**src/design/cceu_pkg.sv**
```systemverilog
// Shared types and constants of the control character unescape block.
// No dependencies; used by the decoder and the top level.
`default_nettype none

package cceu_pkg;

    // Decoder modes
    typedef enum logic [2:0] {
        MODE_NORMAL = 3'd0,
        MODE_CARET  = 3'd1,
        MODE_BSLASH = 3'd2,
        MODE_HEX0   = 3'd3,
        MODE_HEX1   = 3'd4,
        MODE_TRAIL  = 3'd5
    } mode_t;

    // Configuration register indexes
    localparam int CFG_INDEX_W = 2;
    typedef enum logic [CFG_INDEX_W-1:0] {
        CFG_DBCS_ENABLE = 2'd0,
        CFG_LEAD_LOW    = 2'd1,
        CFG_LEAD_HIGH   = 2'd2
    } cfg_index_t;

    // Register reset values
    localparam logic       DBCS_ENABLE_RST = 1'b1;
    localparam logic [7:0] LEAD_LOW_RST    = 8'd129;
    localparam logic [7:0] LEAD_HIGH_RST   = 8'd254;

    // Default depth of the result queue
    localparam int FIFO_DEPTH = 4;

    // Character codes
    localparam logic [7:0] CHAR_CARET    = 8'h5E;
    localparam logic [7:0] CHAR_AT       = 8'h40;
    localparam logic [7:0] CHAR_BACKTICK = 8'h60;
    localparam logic [7:0] CHAR_BSLASH   = 8'h5C;
    localparam logic [7:0] CHAR_UPPER_X  = 8'h58;
    localparam logic [7:0] CHAR_ZERO     = 8'h30;
    localparam logic [7:0] CHAR_NINE     = 8'h39;
    localparam logic [7:0] CHAR_LOWER_A  = 8'h61;
    localparam logic [7:0] CHAR_LOWER_Z  = 8'h7A;
    localparam logic [7:0] CASE_OFFSET   = 8'h20;
    localparam logic [7:0] HEX_ALPHA_OFS = 8'd55;   // 'A' - 10

    // Configuration seen by the decoder
    typedef struct packed {
        logic       dbcs_enable;
        logic [7:0] lead_low;
        logic [7:0] lead_high;
    } cfg_t;

    // One result item
    typedef struct packed {
        logic [7:0] data;
        logic       present;
        logic       last;
    } result_t;

    // Decoder outcome for one input byte
    typedef struct packed {
        result_t    res0;
        result_t    res1;
        logic [1:0] count;
        mode_t      mode_next;
        logic [7:0] hex_next;
    } decode_t;

endpackage

`default_nettype wire

```
**src/design/cceu_decode.sv**
```systemverilog
// Combinational decode of one text byte against the current mode.
// Depends on cceu_pkg for modes, config and result types.
`default_nettype none

module cceu_decode (
    input  var cceu_pkg::mode_t   mode,
    input  var logic [7:0]        first_hex,
    input  var logic [7:0]        text_byte,
    input  var logic              final_byte,
    input  var cceu_pkg::cfg_t    cfg,
    output cceu_pkg::decode_t     dec
);

    // Upper-case a..z only
    function automatic logic [7:0] upcase(input logic [7:0] c);
        logic [7:0] r;
        r = c;
        if (c >= cceu_pkg::CHAR_LOWER_A && c <= cceu_pkg::CHAR_LOWER_Z)
        begin
            r = c - cceu_pkg::CASE_OFFSET;
        end
        return r;
    endfunction

    // Hex digit value, wrapping modulo 256 for non-digits
    function automatic logic [7:0] hex_value(input logic [7:0] c);
        logic [7:0] r;
        if (c >= cceu_pkg::CHAR_ZERO && c <= cceu_pkg::CHAR_NINE)
        begin
            r = c - cceu_pkg::CHAR_ZERO;
        end
        else
        begin
            r = upcase(c) - cceu_pkg::HEX_ALPHA_OFS;
        end
        return r;
    endfunction

    logic                is_lead;
    logic                norm_emit;
    cceu_pkg::mode_t     norm_mode;
    logic [7:0]          caret_byte;
    logic [7:0]          hex_byte;
    logic [7:0]          hi_val;
    logic [7:0]          lo_val;

    // Decode of a byte that starts a new item
    always_comb
    begin
        is_lead = cfg.dbcs_enable && (text_byte >= cfg.lead_low)
                  && (text_byte <= cfg.lead_high);
        if (text_byte == cceu_pkg::CHAR_CARET)
        begin
            norm_emit = final_byte;
            norm_mode = final_byte ? cceu_pkg::MODE_NORMAL : cceu_pkg::MODE_CARET;
        end
        else if (text_byte == cceu_pkg::CHAR_BSLASH)
        begin
            norm_emit = final_byte;
            norm_mode = final_byte ? cceu_pkg::MODE_NORMAL : cceu_pkg::MODE_BSLASH;
        end
        else
        begin
            norm_emit = 1'b1;
            norm_mode = (is_lead && !final_byte) ? cceu_pkg::MODE_TRAIL
                                                 : cceu_pkg::MODE_NORMAL;
        end
    end

    // Caret and hex values
    always_comb
    begin
        if (text_byte != cceu_pkg::CHAR_CARET && text_byte >= cceu_pkg::CHAR_AT
            && text_byte < cceu_pkg::CHAR_BACKTICK)
        begin
            caret_byte = text_byte - cceu_pkg::CHAR_AT;
        end
        else
        begin
            caret_byte = cceu_pkg::CHAR_CARET;
        end
        hi_val   = hex_value(first_hex);
        lo_val   = hex_value(text_byte);
        hex_byte = {hi_val[3:0], 4'b0000} + lo_val;
    end

    // Produce results and next state
    always_comb
    begin
        dec           = '0;
        dec.mode_next = mode;
        dec.hex_next  = first_hex;
        unique case (mode)
            cceu_pkg::MODE_CARET:
            begin
                dec.res0      = '{data: caret_byte, present: 1'b1, last: 1'b0};
                dec.count     = 2'd1;
                dec.mode_next = cceu_pkg::MODE_NORMAL;
            end
            cceu_pkg::MODE_BSLASH:
            begin
                if (upcase(text_byte) == cceu_pkg::CHAR_UPPER_X)
                begin
                    if (final_byte)
                    begin
                        dec.count = 2'd1;
                    end
                    else
                    begin
                        dec.mode_next = cceu_pkg::MODE_HEX0;
                    end
                end
                else
                begin
                    dec.res0      = '{data: cceu_pkg::CHAR_BSLASH, present: 1'b1, last: 1'b0};
                    dec.res1      = '{data: text_byte, present: 1'b1, last: 1'b0};
                    dec.count     = norm_emit ? 2'd2 : 2'd1;
                    dec.mode_next = norm_mode;
                end
            end
            cceu_pkg::MODE_HEX0:
            begin
                if (final_byte)
                begin
                    dec.res0      = '{data: text_byte, present: 1'b1, last: 1'b0};
                    dec.count     = 2'd1;
                    dec.mode_next = cceu_pkg::MODE_NORMAL;
                end
                else
                begin
                    dec.hex_next  = text_byte;
                    dec.mode_next = cceu_pkg::MODE_HEX1;
                end
            end
            cceu_pkg::MODE_HEX1:
            begin
                dec.res0      = '{data: hex_byte, present: 1'b1, last: 1'b0};
                dec.count     = 2'd1;
                dec.mode_next = cceu_pkg::MODE_NORMAL;
            end
            cceu_pkg::MODE_TRAIL:
            begin
                dec.res0      = '{data: text_byte, present: 1'b1, last: 1'b0};
                dec.count     = 2'd1;
                dec.mode_next = cceu_pkg::MODE_NORMAL;
            end
            default:
            begin
                if (norm_emit)
                begin
                    dec.res0  = '{data: text_byte, present: 1'b1, last: 1'b0};
                    dec.count = 2'd1;
                end
                dec.mode_next = norm_mode;
            end
        endcase

        // Close the text: add an end marker if nothing came out, flag the last result
        if (final_byte)
        begin
            if (dec.count == 2'd0)
            begin
                dec.res0  = '0;
                dec.count = 2'd1;
            end
            if (dec.count == 2'd2)
            begin
                dec.res1.last = 1'b1;
            end
            else
            begin
                dec.res0.last = 1'b1;
            end
            dec.mode_next = cceu_pkg::MODE_NORMAL;
            dec.hex_next  = '0;
        end
    end

endmodule

`default_nettype wire

```
**src/design/control_char_unescape_top.sv**
```systemverilog
// Top level of the control character unescape block: input register,
// decoder, result queue and configuration registers. Depends on cceu_pkg, cceu_decode.
//
//   Channel | Handshake            | Payload
//   --------+----------------------+------------------------------------------
//   in      | in_valid / in_ready  | text_byte, final_byte
//   out     | out_valid / out_ready| decoded_byte, byte_present, end_of_text
//   cfg     | cfg_valid / cfg_ready| cfg_index, cfg_data
//
// One input byte is taken per cycle while the queue has room; each gives zero, one
// or two results, and the output side delivers one result per cycle while out_ready
// is high, so the sustained rate is one item per cycle when each item yields at most
// one result. A request waits in the input register until the queue has room for two
// entries. Reset clears mode, input valid and queue pointers; config gets reset values.
`default_nettype none

module control_char_unescape_top #(
    parameter int DEPTH = cceu_pkg::FIFO_DEPTH
) (
    input  var logic                          clk,
    input  var logic                          rst_n,
    input  var logic                          in_valid,
    output logic                              in_ready,
    input  var logic [7:0]                    text_byte,
    input  var logic                          final_byte,
    output logic                              out_valid,
    input  var logic                          out_ready,
    output logic [7:0]                        decoded_byte,
    output logic                              byte_present,
    output logic                              end_of_text,
    input  var logic                          cfg_valid,
    output logic                              cfg_ready,
    input  var logic [cceu_pkg::CFG_INDEX_W-1:0] cfg_index,
    input  var logic [7:0]                    cfg_data
);

    localparam int PW = (DEPTH > 1) ? $clog2(DEPTH) : 1;
    localparam int CW = $clog2(DEPTH + 1);

    // Advance a queue pointer with wrap
    function automatic logic [PW-1:0] ptr_inc(input logic [PW-1:0] p);
        logic [PW-1:0] r;
        if (p == PW'(DEPTH - 1))
        begin
            r = '0;
        end
        else
        begin
            r = p + PW'(1);
        end
        return r;
    endfunction

    cceu_pkg::cfg_t      cfg_reg;
    cceu_pkg::mode_t     mode_reg;
    logic [7:0]          hex_reg;
    logic                in_valid_reg;
    logic [7:0]          in_byte_reg;
    logic                in_final_reg;
    cceu_pkg::result_t   q_reg [DEPTH];
    logic [PW-1:0]       wr_ptr_reg;
    logic [PW-1:0]       wr_ptr_next;
    logic [PW-1:0]       wr_ptr_inc;
    logic [PW-1:0]       rd_ptr_reg;
    logic [CW-1:0]       count_reg;
    logic [CW-1:0]       count_next;
    cceu_pkg::decode_t   dec;
    cceu_pkg::result_t   head;
    logic                fire;
    logic                pop;
    logic [1:0]          push;

    // Configuration writes are always taken
    assign cfg_ready = 1'b1;

    always_ff @(posedge clk or negedge rst_n)
    begin
        if (!rst_n)
        begin
            cfg_reg.dbcs_enable <= cceu_pkg::DBCS_ENABLE_RST;
            cfg_reg.lead_low    <= cceu_pkg::LEAD_LOW_RST;
            cfg_reg.lead_high   <= cceu_pkg::LEAD_HIGH_RST;
        end
        else if (cfg_valid)
        begin
            unique case (cceu_pkg::cfg_index_t'(cfg_index))
                cceu_pkg::CFG_DBCS_ENABLE: cfg_reg.dbcs_enable <= cfg_data[0];
                cceu_pkg::CFG_LEAD_LOW:    cfg_reg.lead_low    <= cfg_data;
                cceu_pkg::CFG_LEAD_HIGH:   cfg_reg.lead_high   <= cfg_data;
                default:                   cfg_reg             <= cfg_reg;
            endcase
        end
    end

    // Decode the held byte once the queue has room for two results
    assign fire     = in_valid_reg && (count_reg <= CW'(DEPTH - 2));
    assign in_ready = !in_valid_reg || fire;
    assign push     = fire ? dec.count : 2'd0;

    cceu_decode u_decode (
        .mode       (mode_reg),
        .first_hex  (hex_reg),
        .text_byte  (in_byte_reg),
        .final_byte (in_final_reg),
        .cfg        (cfg_reg),
        .dec        (dec)
    );

    // Input register
    always_ff @(posedge clk or negedge rst_n)
    begin
        if (!rst_n)
        begin
            in_valid_reg <= 1'b0;
        end
        else if (in_ready)
        begin
            in_valid_reg <= in_valid;
        end
    end

    always_ff @(posedge clk)
    begin
        if (in_ready && in_valid)
        begin
            in_byte_reg  <= text_byte;
            in_final_reg <= final_byte;
        end
    end

    // Decoder state
    always_ff @(posedge clk or negedge rst_n)
    begin
        if (!rst_n)
        begin
            mode_reg <= cceu_pkg::MODE_NORMAL;
            hex_reg  <= '0;
        end
        else if (fire)
        begin
            mode_reg <= dec.mode_next;
            hex_reg  <= dec.hex_next;
        end
    end

    // Queue pointer and count arithmetic
    always_comb
    begin
        wr_ptr_inc = ptr_inc(wr_ptr_reg);
        unique case (push)
            2'd1:    wr_ptr_next = wr_ptr_inc;
            2'd2:    wr_ptr_next = ptr_inc(wr_ptr_inc);
            default: wr_ptr_next = wr_ptr_reg;
        endcase
        count_next = count_reg + CW'(push) - CW'(pop);
    end

    // Push results into the queue
    always_ff @(posedge clk)
    begin
        if (push != 2'd0)
        begin
            q_reg[wr_ptr_reg] <= dec.res0;
        end
        if (push == 2'd2)
        begin
            q_reg[wr_ptr_inc] <= dec.res1;
        end
    end

    always_ff @(posedge clk or negedge rst_n)
    begin
        if (!rst_n)
        begin
            wr_ptr_reg <= '0;
            rd_ptr_reg <= '0;
            count_reg  <= '0;
        end
        else
        begin
            wr_ptr_reg <= wr_ptr_next;
            count_reg  <= count_next;
            if (pop)
            begin
                rd_ptr_reg <= ptr_inc(rd_ptr_reg);
            end
        end
    end

    // Present the queue head
    assign out_valid    = (count_reg != '0);
    assign pop          = out_valid && out_ready;
    assign head         = q_reg[rd_ptr_reg];
    assign decoded_byte = head.data;
    assign byte_present = head.present;
    assign end_of_text  = head.last;

endmodule

`default_nettype wire

```
**config.mk**
```make
export PLATFORM = sky130hd
export DESIGN_NAME = control_char_unescape_top
export DESIGN_NICKNAME = d
export VERILOG_FILES = /design/src/design/cceu_pkg.sv /design/src/design/cceu_decode.sv /design/src/design/control_char_unescape_top.sv
export SDC_FILE = /design/constraint.sdc
export NUM_CORES = 1
export LEC_CHECK = 0
export BUFFER_PORTS_ARGS = -buffer_cell sky130_fd_sc_hd__buf_2
export CAP_MARGIN = 10
export CORE_MARGIN = 2
export CORE_UTILIZATION = 43
export CTS_BUF_LIST = sky130_fd_sc_hd__clkbuf_2
export DETAILED_ROUTE_END_ITERATION = 8
export PLACE_DENSITY = 0.62
export SLEW_MARGIN = 20
export SYNTH_ARGS = -nofsm -noshare
export SYNTH_HDL_FRONTEND = slang
export SYNTH_SLANG_ARGS = --single-unit
```
**constraint.sdc**
```tcl
create_clock -name clk -period 4.83 [get_ports clk]
set_clock_uncertainty 0.2 [all_clocks]
set_input_delay 0.483 -clock clk [delete_from_list [all_inputs] [get_ports clk]]
set_output_delay 0.483 -clock clk [all_outputs]
set_load 0.1 [all_outputs]
```
==> summary.txt <==
outcome - completed
# hold bufs at CTS - 20
GRT Total Usage - 20.4%
initial antenna violation count - 0
CP Data Arrival Time - 4.58 ns
Inserted Clock Buffers - 9
PD cells - 505 nW/um2
total gr overflow - 0
Yosys reg bits - 85
Peak VDD IR - 0.204 mV
routed length per placed instance - 17.7 um
crit-path max FO - 9
core area - 13100 um2
starting density of the core - 43.6%
cells along the critical path - ha_1, nand2_1, nor3_1, o21ai_0, xnor2_1, nand2_1, o21ai_0, ha_1, a21o_1, a21oi_1, xnor2_1, xnor2_1, or4_4, a31oi_4, a21oi_1
total wire length - 13800 um
Final setup viols - 0
share of cells above drive strength 1 - 20.3%
worst slack, placed - 0.488 ns
Top delay family on crit path - compound AO/OA/AOI/OAI gates
min Tclk post-route - 4.40 ns
die height - 119 um
Sink Count - 85
first-pass GRT wire length - 22500 um
pins over their slew limit - 0
Post-CTS Setup Repair Bufs - 0
Startpoint Class - flip-flop
initial drt markers - 349
drt via density - 5.59
Crit Path Class - flip-flop to flip-flop
Slowest-stage cell, CP - edfxtp_1
vias in the first global route - 4478
post-detail-place hpwl - 10400 um
Synth Net Count - 619
vias post-DR - 4358
clock root buffer - clkbuf_2
Reg area - 2380 um2
I/O Buffers - 35
Final Util - 48.9%
setup tns final - 0 ns
Leakage Power - 0.00260 uW
critical path capture point type - flip-flop
YS warnings - 0
I/O pin count - 37
Clock transition at path regs - 0.20 ns
Post-synth ARST share - 42.4%
Setup WS post-layout - 0.434 ns
headroom to the max-slew limit - 31.2%
Clk Latency, worst-skew pair - 0.62 ns
worst hold slack - 0.0692 ns
register area share after synthesis - 41.8%
most frequent cells in the layout - ha_1 (49), edfxtp_1 (49), a21oi_1 (48)
total power - 3230 uW
die area - 14200 um2
footprint of the multi-input gates - 3050 um2
Placer Congestion - 0.941
CP max stage delay - 0.59 ns
Synth Area per Inst - 10.5 um2
Post-synth EDFFs - 49
largest net degree at the start of global routing - 37
# DRC - 0
Clock Tree Buf Depth - 2
Final Hold Viols - 0
Hold Path Class - input pin to flip-flop
Netlist cell types - 75
post-route ant nets - 0
post-CTS resize count - 0
H-tree depth - 3
chip width - 119 um
most frequent CP cell - xnor2_1
Area Overhead vs Synth - 12.2%
max_cap viols - 0
Buf/Inv on CP - 0
Syn Inst Count - 544
fin crit share - 91.0%
max FFs per register - 40
Nets - 672
f_max - 0.227 GHz
filler cell count - 1207
RSZ-0062 raised after global routing - false
Synth Flop Type - edfxtp_1
Initial DRT Pass Iterations - 7
CTS tree - built
Worst-Margin Slew - 1.02 ns
CP Data Required Time - 5.01 ns
Rows - 42
Synth Cell Area - 5700 um2
[worst min-delay path, cell delays in order]
cell and delay, ns:
buf_2 0.10, nand2_1 0.15, a21o_1 0.14
[logic make-up after synthesis]
family,Yosys count,synth area share [%]
other,1,0.0658
xor gates and xnor gates,14,2.15
AOI/OAI and AO/OA,162,19.1
DFF,85,41.8
adders and majority gates,52,11.6
muxes,33,8.49
buffers and inverters,66,4.80
and+or+nand+nor,131,12.0
[worst paths after layout]
check	slack, ns	depth (start not counted)	endpoint	start
worst max-delay path	0.43	15	q_reg[2][9]	in_byte_reg[4]
worst min-delay path	0.07	3	rd_ptr_reg[0]	out_ready
worst max register to register	0.43	15	q_reg[2][9]	in_byte_reg[4]
worst min register to register	0.33	1	hex_reg[4]	hex_reg[4]
max in group asynchronous	3.65	2	cfg_reg[12]	rst_n
min in group asynchronous	0.25	2	wr_ptr_reg[1]	rst_n
[where the power goes]
group / switching, uW / total, uW / leakage [uW] / internal, uW
sequential: 150 / 1140 / 0.000876 / 991
clock: 242 / 364 / 0.0000733 / 121
combinational: 1150 / 1730 / 0.00165 / 576
total: 1540 / 3230 / 0.00260 / 1690
[routing by layer]
layer	up-vias	share of wire, %	track usage, %
li1	2126	-	-
met1	2089	43	24.8
met2	126	51	35.3
met3	17	4.7	5.03
met4	0	1.6	6.92
met5	-	0	0
[area by class of cell]
type | count | area share, %
clock buffer | 11 | 0.861
sequential | 85 | 37.3
inverter | 38 | 2.23
tap | 176 | 3.44
antenna | 1 | 0.0391
multi-input combinational | 393 | 47.7
clock inverter | 5 | 0.821
timing repair buffer | 70 | 7.67
[Yosys cell counts (all sizes together), types with 12 or more instances]
cell,number,share of area [%]
a21oi,50,4.5
clkbuf,17,1.1
dfrtp,26,11
edfxtp,49,26
ha,49,11
inv,36,2.4
mux2,23,4.5
nand2,33,2.2
nand3,23,2.0
nor2,21,1.4
nor3,12,1.1
o21ai,36,3.2
xnor2,13,2.0
[stage by stage]
stage	instances	instance area [um2]
after detailed placement	741	6080
after floorplan	544	5700
after global routing	778	6390
after CTS	777	6380
final	779	6400
after global placement	741	6080
No activity file was read; power rests on OpenSTA's default activity.
